`src/sv/br2m_pkg.sv`:
```
// ----------------------------------------------------------------------------
// Booth multiplier package
// Shared constants for the radix-2 Booth multiplier.
// ----------------------------------------------------------------------------
`default_nettype none

package br2m_pkg;

    localparam int WIDTH = 16;

    // Booth pair {current bit, previous bit}
    localparam logic [1:0] BOOTH_ADD = 2'b01;
    localparam logic [1:0] BOOTH_SUB = 2'b10;

endpackage

`default_nettype wire

```
`src/sv/br2m_cell.sv`:
```
// ----------------------------------------------------------------------------
// Booth step cell
// One radix-2 Booth step with its own pipeline register and handshake.
// ----------------------------------------------------------------------------
`default_nettype none

module br2m_cell #(
    parameter int L = br2m_pkg::WIDTH + 1
) (
    input  wire logic         aclk,
    input  wire logic         aresetn,
    input  wire logic         up_valid,
    output logic              up_ready,
    input  wire logic [L-1:0] up_a,
    input  wire logic [L-1:0] up_q,
    input  wire logic [L-1:0] up_m,
    input  wire logic         up_prev,
    output logic              dn_valid,
    input  wire logic         dn_ready,
    output logic      [L-1:0] dn_a,
    output logic      [L-1:0] dn_q,
    output logic      [L-1:0] dn_m,
    output logic              dn_prev
);

    logic         valid_reg;
    logic         valid_next;
    logic [L-1:0] a_reg;
    logic [L-1:0] a_next;
    logic [L-1:0] q_reg;
    logic [L-1:0] q_next;
    logic [L-1:0] m_reg;
    logic         prev_reg;
    logic [L-1:0] sum;
    logic         load;

    assign load     = !valid_reg || dn_ready;
    assign up_ready = load;

    always_comb begin
        case ({up_q[0], up_prev})
            br2m_pkg::BOOTH_SUB: begin
                sum = up_a - up_m;
            end
            br2m_pkg::BOOTH_ADD: begin
                sum = up_a + up_m;
            end
            default: begin
                sum = up_a;
            end
        endcase
        a_next     = {sum[L-1], sum[L-1:1]};
        q_next     = {sum[0], up_q[L-1:1]};
        valid_next = load ? up_valid : valid_reg;
    end

    always_ff @(posedge aclk) begin
        if (!aresetn) begin
            valid_reg <= 1'b0;
        end else begin
            valid_reg <= valid_next;
        end
    end

    always_ff @(posedge aclk) begin
        if (load) begin
            a_reg    <= a_next;
            q_reg    <= q_next;
            m_reg    <= up_m;
            prev_reg <= up_q[0];
        end
    end

    assign dn_valid = valid_reg;
    assign dn_a     = a_reg;
    assign dn_q     = q_reg;
    assign dn_m     = m_reg;
    assign dn_prev  = prev_reg;

endmodule

`default_nettype wire

```
`src/sv/booth_radix2_signed_multiplier.sv`:
```
// ----------------------------------------------------------------------------
// Radix-2 Booth signed multiplier
// Signed WIDTH x WIDTH multiply as a chain of WIDTH+1 Booth step cells.
// ----------------------------------------------------------------------------
// The block multiplies two signed WIDTH-bit operands and returns the exact
// signed 2*WIDTH-bit product, the most negative operands included. Each of
// the WIDTH+1 cells in the chain performs one Booth step and registers it, so
// a new item is taken every cycle when the output side does not stall, and
// its product is held in the last cell, which is the output register; while
// it waits, empty cells upstream still take new items.
`default_nettype none

module booth_radix2_signed_multiplier #(
    parameter  int WIDTH   = br2m_pkg::WIDTH,
    localparam int TDATA_W = ((2 * WIDTH + 7) / 8) * 8
) (
    input  wire logic               aclk,
    input  wire logic               aresetn,
    input  wire logic               s_tvalid,
    output logic                    s_tready,
    // multiplicand [WIDTH-1:0], multiplier [2*WIDTH-1:WIDTH]
    input  wire logic [TDATA_W-1:0] s_tdata,
    output logic                    m_tvalid,
    input  wire logic               m_tready,
    // product [2*WIDTH-1:0]
    output logic      [TDATA_W-1:0] m_tdata
);

    localparam int L = WIDTH + 1;

    logic         vld_s   [0:L];
    logic         rdy_s   [0:L];
    logic [L-1:0] a_s     [0:L];
    logic [L-1:0] q_s     [0:L];
    logic [L-1:0] m_s     [0:L];
    logic         prev_s  [0:L];
    logic [2*L-1:0] full_w;

    assign vld_s[0]  = s_tvalid;
    assign s_tready  = rdy_s[0];
    assign a_s[0]    = '0;
    assign m_s[0]    = {s_tdata[WIDTH-1], s_tdata[WIDTH-1:0]};
    assign q_s[0]    = {s_tdata[2*WIDTH-1], s_tdata[2*WIDTH-1:WIDTH]};
    assign prev_s[0] = 1'b0;

    for (genvar i = 0; i < L; i++) begin : g_cell
        br2m_cell #(
            .L (L)
        ) u_cell (
            .aclk     (aclk),
            .aresetn  (aresetn),
            .up_valid (vld_s[i]),
            .up_ready (rdy_s[i]),
            .up_a     (a_s[i]),
            .up_q     (q_s[i]),
            .up_m     (m_s[i]),
            .up_prev  (prev_s[i]),
            .dn_valid (vld_s[i+1]),
            .dn_ready (rdy_s[i+1]),
            .dn_a     (a_s[i+1]),
            .dn_q     (q_s[i+1]),
            .dn_m     (m_s[i+1]),
            .dn_prev  (prev_s[i+1])
        );
    end

    assign rdy_s[L]  = m_tready;
    assign m_tvalid  = vld_s[L];
    assign full_w    = {a_s[L], q_s[L]};
    assign m_tdata   = TDATA_W'(full_w[2*WIDTH-1:0]);

    // the last cell's multiplicand and previous bit are not needed at the output
    logic unused_tail;
    assign unused_tail = ^{m_s[L], prev_s[L]};

endmodule

`default_nettype wire

```
`config.mk`:
```
export PLATFORM = sky130hd
export DESIGN_NAME = booth_radix2_signed_multiplier
export DESIGN_NICKNAME = d
export VERILOG_FILES = /design/src/sv/br2m_pkg.sv /design/src/sv/br2m_cell.sv /design/src/sv/booth_radix2_signed_multiplier.sv
export SDC_FILE = /design/constraint.sdc
export NUM_CORES = 2
export LEC_CHECK = 0
export BUFFER_PORTS_ARGS = -buffer_cell sky130_fd_sc_hd__buf_2
export CAP_MARGIN = 20
export CORE_MARGIN = 2
export CORE_UTILIZATION = 55
export DETAILED_ROUTE_END_ITERATION = 8
export GPL_TIMING_DRIVEN = 0
export PLACE_DENSITY = 0.71
export SYNTH_ARGS = -nofsm -noshare
export SYNTH_HDL_FRONTEND = slang
export SYNTH_SLANG_ARGS = --single-unit
export TNS_END_PERCENT = 100
```
`constraint.sdc`:
```
create_clock -name aclk -period 5.1 [get_ports aclk]
set_input_delay 0.765 -clock aclk [delete_from_list [all_inputs] [get_ports aclk]]
set_output_delay 0.765 -clock aclk [all_outputs]
set_load 0.02 [all_outputs]
```
---- After elaboration in Yosys (flattened, before gate mapping) ----
Cells that the tools add are included.
cells by class
  muxes and demuxes ....................... 17
  eq/ne operators ......................... 32
  reductions and logical operators ........ 34
  add/sub/neg operators ................... 33
operators by type and width
  kind                                                 number
  one-hot mux 17 bit (2 select lines)                  15
  adder 16 x 16 -> 17 bit                              15
  subtractor 16 x 16 -> 17 bit                         15
  equality test 2 x 1 -> 1 bit, second input constant  16
  equality test 2 bit, second input constant           16
  one-hot mux 16 bit (2 select lines)                  1
  zero test 1 bit                                      17
  logical OR 1 bit                                     17
  2-to-1 mux 17 bit                                    1
  subtractor 1 x 16 -> 17 bit, first input constant    1
  adder 16 bit                                         1
  subtractor 16 bit                                    1
word-level totals
  flip-flop bits (word level) ............. 848
  word-level logic and storage cells ...... 201
  output and inout bits ................... 34

---- Depth between registers and ports, before layout ----
  word-level depth ........................ 18
  depth in mapped cells ................... 15
  gate-level depth less buffers ........... 15

---- By module ----
From an unflattened synthesis, not the netlist that was laid out.
unflattened totals
  cells, all modules ...................... 4,379
  area total of the unflattened synthesis .. 50,613.5 um^2
modules (own cells, without submodules)
  module                              times used  cells an instance  area an instance (um^2)  seq. area each (um^2)
  br2m_cell at g_cell[11].u_cell ...  8           257                2,974.1                  1,551.5
  br2m_cell at g_cell[7].u_cell ...   3           258                2,996.6                  1,551.5
  br2m_cell at g_cell[0].u_cell ...   3           258                2,982.9                  1,551.5
  br2m_cell at g_cell[15].u_cell      1           262                2,992.9                  1,551.5
  br2m_cell at g_cell[10].u_cell      1           260                2,981.6                  1,551.5
  br2m_cell at g_cell[6].u_cell       1           252                2,904.0                  1,551.5
  booth_radix2_signed_multiplier      1           1                  3.8                      0.0

---- Least setup slack after synthesis ----
No wires, ideal clock.
  kind .................................... register to register
  start point ............................. register g_cell[10].u_cell.m_reg[0]
  end point ............................... register g_cell[11].u_cell.dn_a[15] (netlist name)
  setup time .............................. 258 ps
  buffers on the path ..................... 0
  data arrival time ....................... 3,590 ps
  clock period less this slack ............ 3,849 ps
  stages on the path, launching flop included .. 15
  path slack .............................. 1,251 ps
  cell sequence ........................... edfxtp_1 > inv_1 > ha_1 > or3b_2 > nor4_1 > a21oi_1 > xor2_1 > ha_1 > and2_1 > a221o_1 > or3_1 > o211a_1 > o21a_1 > o21bai_1 > xnor2_1
between the ends
  cells in the longest elaborated chain, start to end .. 2
  elaborated cells on any way between the ends .. 3
  classes of those cells .................. add/sub (2); mux (1)
RTL lines
  item                                                                            line                              text
  from (decl)                                                                     br2m_cell.sv:32                   logic [L-1:0] m_reg;
  from (signal assigned)                                                          br2m_cell.sv:69                   m_reg <= up_m;
  adder 16 x 16 -> 17 bit / subtractor 16 x 16 -> 17 bit (equally long branches)  br2m_cell.sv:46, br2m_cell.sv:43
  one-hot mux 17 bit (2 select lines) (*)                                         br2m_cell.sv:41                   case ({up_q[0], up_prev})
  named net g_cell[11].u_cell.sum[16]                                             br2m_cell.sv:34                   logic [L-1:0] sum;
The timed path passes the listed nets; every way through them passes the cells marked *.
A chain may end at the register's enable or synchronous reset.

---- Worst setup path after layout ----
  start point ............................. register g_cell[2].u_cell.q_reg[0]
  end point ............................... register g_cell[3].u_cell.dn_a[15] (netlist name)
between the ends
  cells in the longest elaborated chain, start to end .. 2
  elaborated cells on any way between the ends .. 3
  classes of those cells .................. eq/ne (2); mux (1)
RTL lines
  item                                                                        line             text
  from (decl)                                                                 br2m_cell.sv:30  logic [L-1:0] q_reg;
  from (signal assigned)                                                      br2m_cell.sv:68  q_reg <= q_next;
  equality test 2 x 1 -> 1 bit / equality test 2 bit (equally long branches)  br2m_cell.sv:41
  one-hot mux 17 bit (2 select lines) (*)                                     br2m_cell.sv:41
  named net g_cell[3].u_cell.sum[16]                                          br2m_cell.sv:34
Marks and branches as above.

==> results.md <==
- The cell family contributing the most delay on the critical path is compound AO/OA/AOI/OAI gates.
- The setup path with the least slack is of type register to register.
- The number of distinct library cells after synthesis is a little over 70.
- IR analysis of the VDD net gives a maximum drop of 0.347 mV.
- The final hold violation count is 0.
- The relative slew slack is between 20% and 30%.
- The Yosys warning count is 0.
- The number of global-route vias before repair is 27700.
- Across the routed clock network, the largest skew measured is 26.4 ps.
- The pin count of the biggest net entering global routing is 47.
- The routed wire length is approximately 90000 um.
- The slew at the pin closest to its max-slew limit is 1080 ps.
- The maximum net fanout on the critical path is 10.
- TritonCTS created 85 clock buffers.
- The clock tree synthesis step divided the H-tree into 3 levels.
- The clock transition at the registers of the reported paths is 50 ps.
- The detailed router placed between 20000 and 30000 vias in this run.
- The required time at the endpoint of the critical path is 5480 ps.
- At the worst endpoint, the arrival time is ~5000 ps.
- CTS placed an instance of clkbuf_16 at the clock tree root.
- The length of the first detailed-routing pass in iterations is 8.
- The area after detailed placement is 45900 sq um.
- Counting I/O delays and the setup requirement, the final critical path takes approximately 4600 ps.
- Routability-driven placement finished with a final weighted congestion of 0.927.
- The routed wirelength normalized by instance count is 17.9 um.
- STA classifies the critical path startpoint as a register.
- In this run, synthesis inferred 799 flip-flops with an integrated enable.
- TritonCTS built the clock tree.
- In this run the most critical hold path is launched from s_tdata[17].
- The total number of clock tree sinks is 816.
- For this configuration, the core starts out at a cell density of 55.6%.
- The flop and latch count out of synthesis is roughly 820.
- The final global-route overflow total is 0.
- The path class of the tightest hold or removal check is input port to register.
- The diode insertion count for antenna repair is 0.
- The most common cell in the synthesized netlist is edfxtp_1.
- The endpoint class of the critical path is a register.
- The area of the core is between 70000 and 80000 sq um.
- The die is 287 um wide.
- The die boundary height is 287 um.
- The total negative slack for setup checks is 0 ps.
- After technology mapping, the gate count stands at 3734.
- After synthesis, the share of flip-flops with an asynchronous set or reset is 0%.
- The total global-route track usage is between 20% and 30%.
- The most critical setup path has its startpoint at g_cell[2].u_cell.dn_q[0].
- The power per unit of standard cell area is 534 nW/um^2.
- The number of filler instances in the final layout is 6208.
- Setup violations remaining at the end of the flow were counted as 0.
- The detail route stage leaves a number of antenna-violating nets equal to 0.
- Of the cells placed in the final design, the portion with a size suffix greater than 1 is 8.33%.
- The total I/O pin count is 70.
- By area the synthesized netlist is led by edfxtp_1 (55%), ha_1 (7.7%), xor2_1 (6.1%), a21oi_1 (3.6%), o21ai_0 (3.3%).
- By count the netlist is led by edfxtp_1 (799), a21oi_1 (320), xor2_1 (308), nand2_1 (289), o21ai_0 (288).
- The total leakage power is 19.1 nW.
- For this block, the initial DRC count from the detailed router was 2238.
- In this run the core area contains slightly above 100 standard-cell rows.
- The die area is 82100 sq um.
- In the routed design, unresolved DRC markers number 0.
- Buffers placed on the I/O ports in this run total 69.
- The flow ran to the end, and the final reports show no timing, DRC or antenna violations.
- The HPWL after detailed placement is approximately 67000 um.
- For this run, the leading register cell type out of synthesis is edfxtp_1.
- The total non-filler cell area in the finished layout is 48700 sq um.
- The footprint of the multi-input gates is roughly 19000 sq um.
- The number of slew-limit violations in the final report is 0.
- The total buffers and inverters traversed by the critical path is 3.
- The share of the synthesized area in the top cell type is 54.7%.
- After detailed routing, the number of vias per cell comes to between 5 and 6.
- The slowest stage of the critical path belongs to the cell a2111oi_1.
- Sequential elements use roughly 55% of the synthesized area.
- The initial antenna violation count is 1.
- Walking the worst path, the cells encountered are inv_1, ha_1, clkbuf_1, clkbuf_2, nor2_1, xor2_1, ha_1, a211oi_1, o21ai_0, a2111oi_1, o21ai_1, a21oi_1, mux4_1, a2111oi_1.
- From synthesis to final layout, the design area changed by 10.9%.
- The average instance in the mapped netlist occupies 11.8 sq um.
- Setup repair after global routing left no endpoint under its margin.
- The fraction of the cycle the final worst path needs is approximately nine tenths.
- The clock reaches the later pin of the worst-skew pair after 640 ps.
- Summed over all instances, the cell type with the most area after synthesis is edfxtp_1.
- The stage delay of the slowest cell on the critical path is 620 ps.
- The worst register-to-register path begins at g_cell[2].u_cell.dn_q[0].
- The maximum count of clock buffers along a single path is 3.
- The global-route wire length before repair is 144000 um.
- The mapped cell area is about 44000 sq um.
- The number of maximum-capacitance violations is 0.
- The sequential standard cell area is 24300 sq um.
- The number of nets in the layout is 4229.
- Counting every net in the synthesized netlist gives 4056.
- The achievable clock frequency is 215 MHz.
[worst reg2reg max path, cell delays in order (launching register included)]
cell and delay (ps):
edfxtp_1 380, inv_1 80, ha_1 130, clkbuf_1 390, clkbuf_2 330, nor2_1 80
xor2_1 150, ha_1 340, a211oi_1 310, o21ai_0 250, a2111oi_1 620, o21ai_1 260
a21oi_1 230, mux4_1 320, a2111oi_1 510
[cell families after synthesis]
logic type | after synthesis | synth area share [%]
buffers and inverters | 232 | 2.12
DFF | 816 | 55.4
xor gates and xnor gates | 412 | 8.22
muxes | 64 | 1.65
adders and majority gates | 286 | 8.41
AOI/OAI and AO/OA | 1010 | 14.0
and+or+nand+nor | 914 | 10.2
[power breakdown]
group / total, W / internal (W) / switching [W]
logic: 0.00921 / 0.00407 / 0.00514
registers: 0.0107 / 0.00964 / 0.00107
clock network: 0.00610 / 0.00354 / 0.00255
total: 0.0260 / 0.0173 / 0.00877
[stage by stage]
step	setup slack, ps	hold WS (ps)	util, %	std cells	power (W)
3_3_place_gp	216	401	57.7	4853	0.0197
5_1_grt	140	273	61.6	5025	0.0277
3_5_place_dp	225	405	58.1	4870	0.0199
4_1_cts	178	258	61.6	5025	0.0261
6_report	457	301	61.6	5025	0.0260
2_1_floorplan	1250	400	-	3734	0.0176
[cells in the final DEF (no fill, tap or decap), types with 67 or more instances in the layout]
master     count
ha_1         271
nor3_1        97
inv_1        125
nand2_1      283
nor2_1       218
xnor2_1      104
o21ai_0      288
edfxtp_1     799
a21o_1        67
buf_2         71
a21oi_1      320
xor2_1       308
clkbuf_16     86
clkbuf_1     106
[flip-flops by register name (all words and copies together) (netlist names)]
| signal | flops |
|---|---|
| g_cell.u_cell.dn_a | 271 |
| g_cell.u_cell.dn_valid | 17 |
| g_cell.u_cell.dn_q | 273 |
| g_cell.u_cell.dn_prev | 15 |
| g_cell.u_cell.dn_m | 240 |
[worst paths after layout]
check                                                   to  slack, ps  cells after the start
worst max-delay path             g_cell[3].u_cell.dn_a[15]        460                     14
worst max register to register   g_cell[3].u_cell.dn_a[15]        460                     14
worst min-delay path              g_cell[0].u_cell.dn_q[0]        300                      1
worst min register to register  g_cell[16].u_cell.dn_q[15]        400                      0
[layout make-up]
cell class,instances,area share [%]
repair buffers,86,1.44
well taps,1050,2.70
clock buffers,110,4.63
plain buffers,101,0.902
multi-input cells,2686,38.3
flip-flops and latches,816,50.0
inverters,131,1.01
clock inverters,45,1.02
[routing by layer]
| layer | up-vias | wire length (um) | track usage [%] |
|---|---|---|---|
| met5 | - | 0 | 0 |
| met4 | 0 | 1940 | 5.43 |
| met3 | 138 | 3820 | 2.78 |
| met2 | 648 | 42900 | 36.3 |
| met1 | 13800 | 41200 | 30.4 |
| li1 | 14400 | - | - |
[timing repair]
item,CTS,global route
setup endpoints to repair,0,1
gates resized for setup,0,4
setup buffers,0,0
hold buffers,0,0
(Power assumes the default switching activity.)
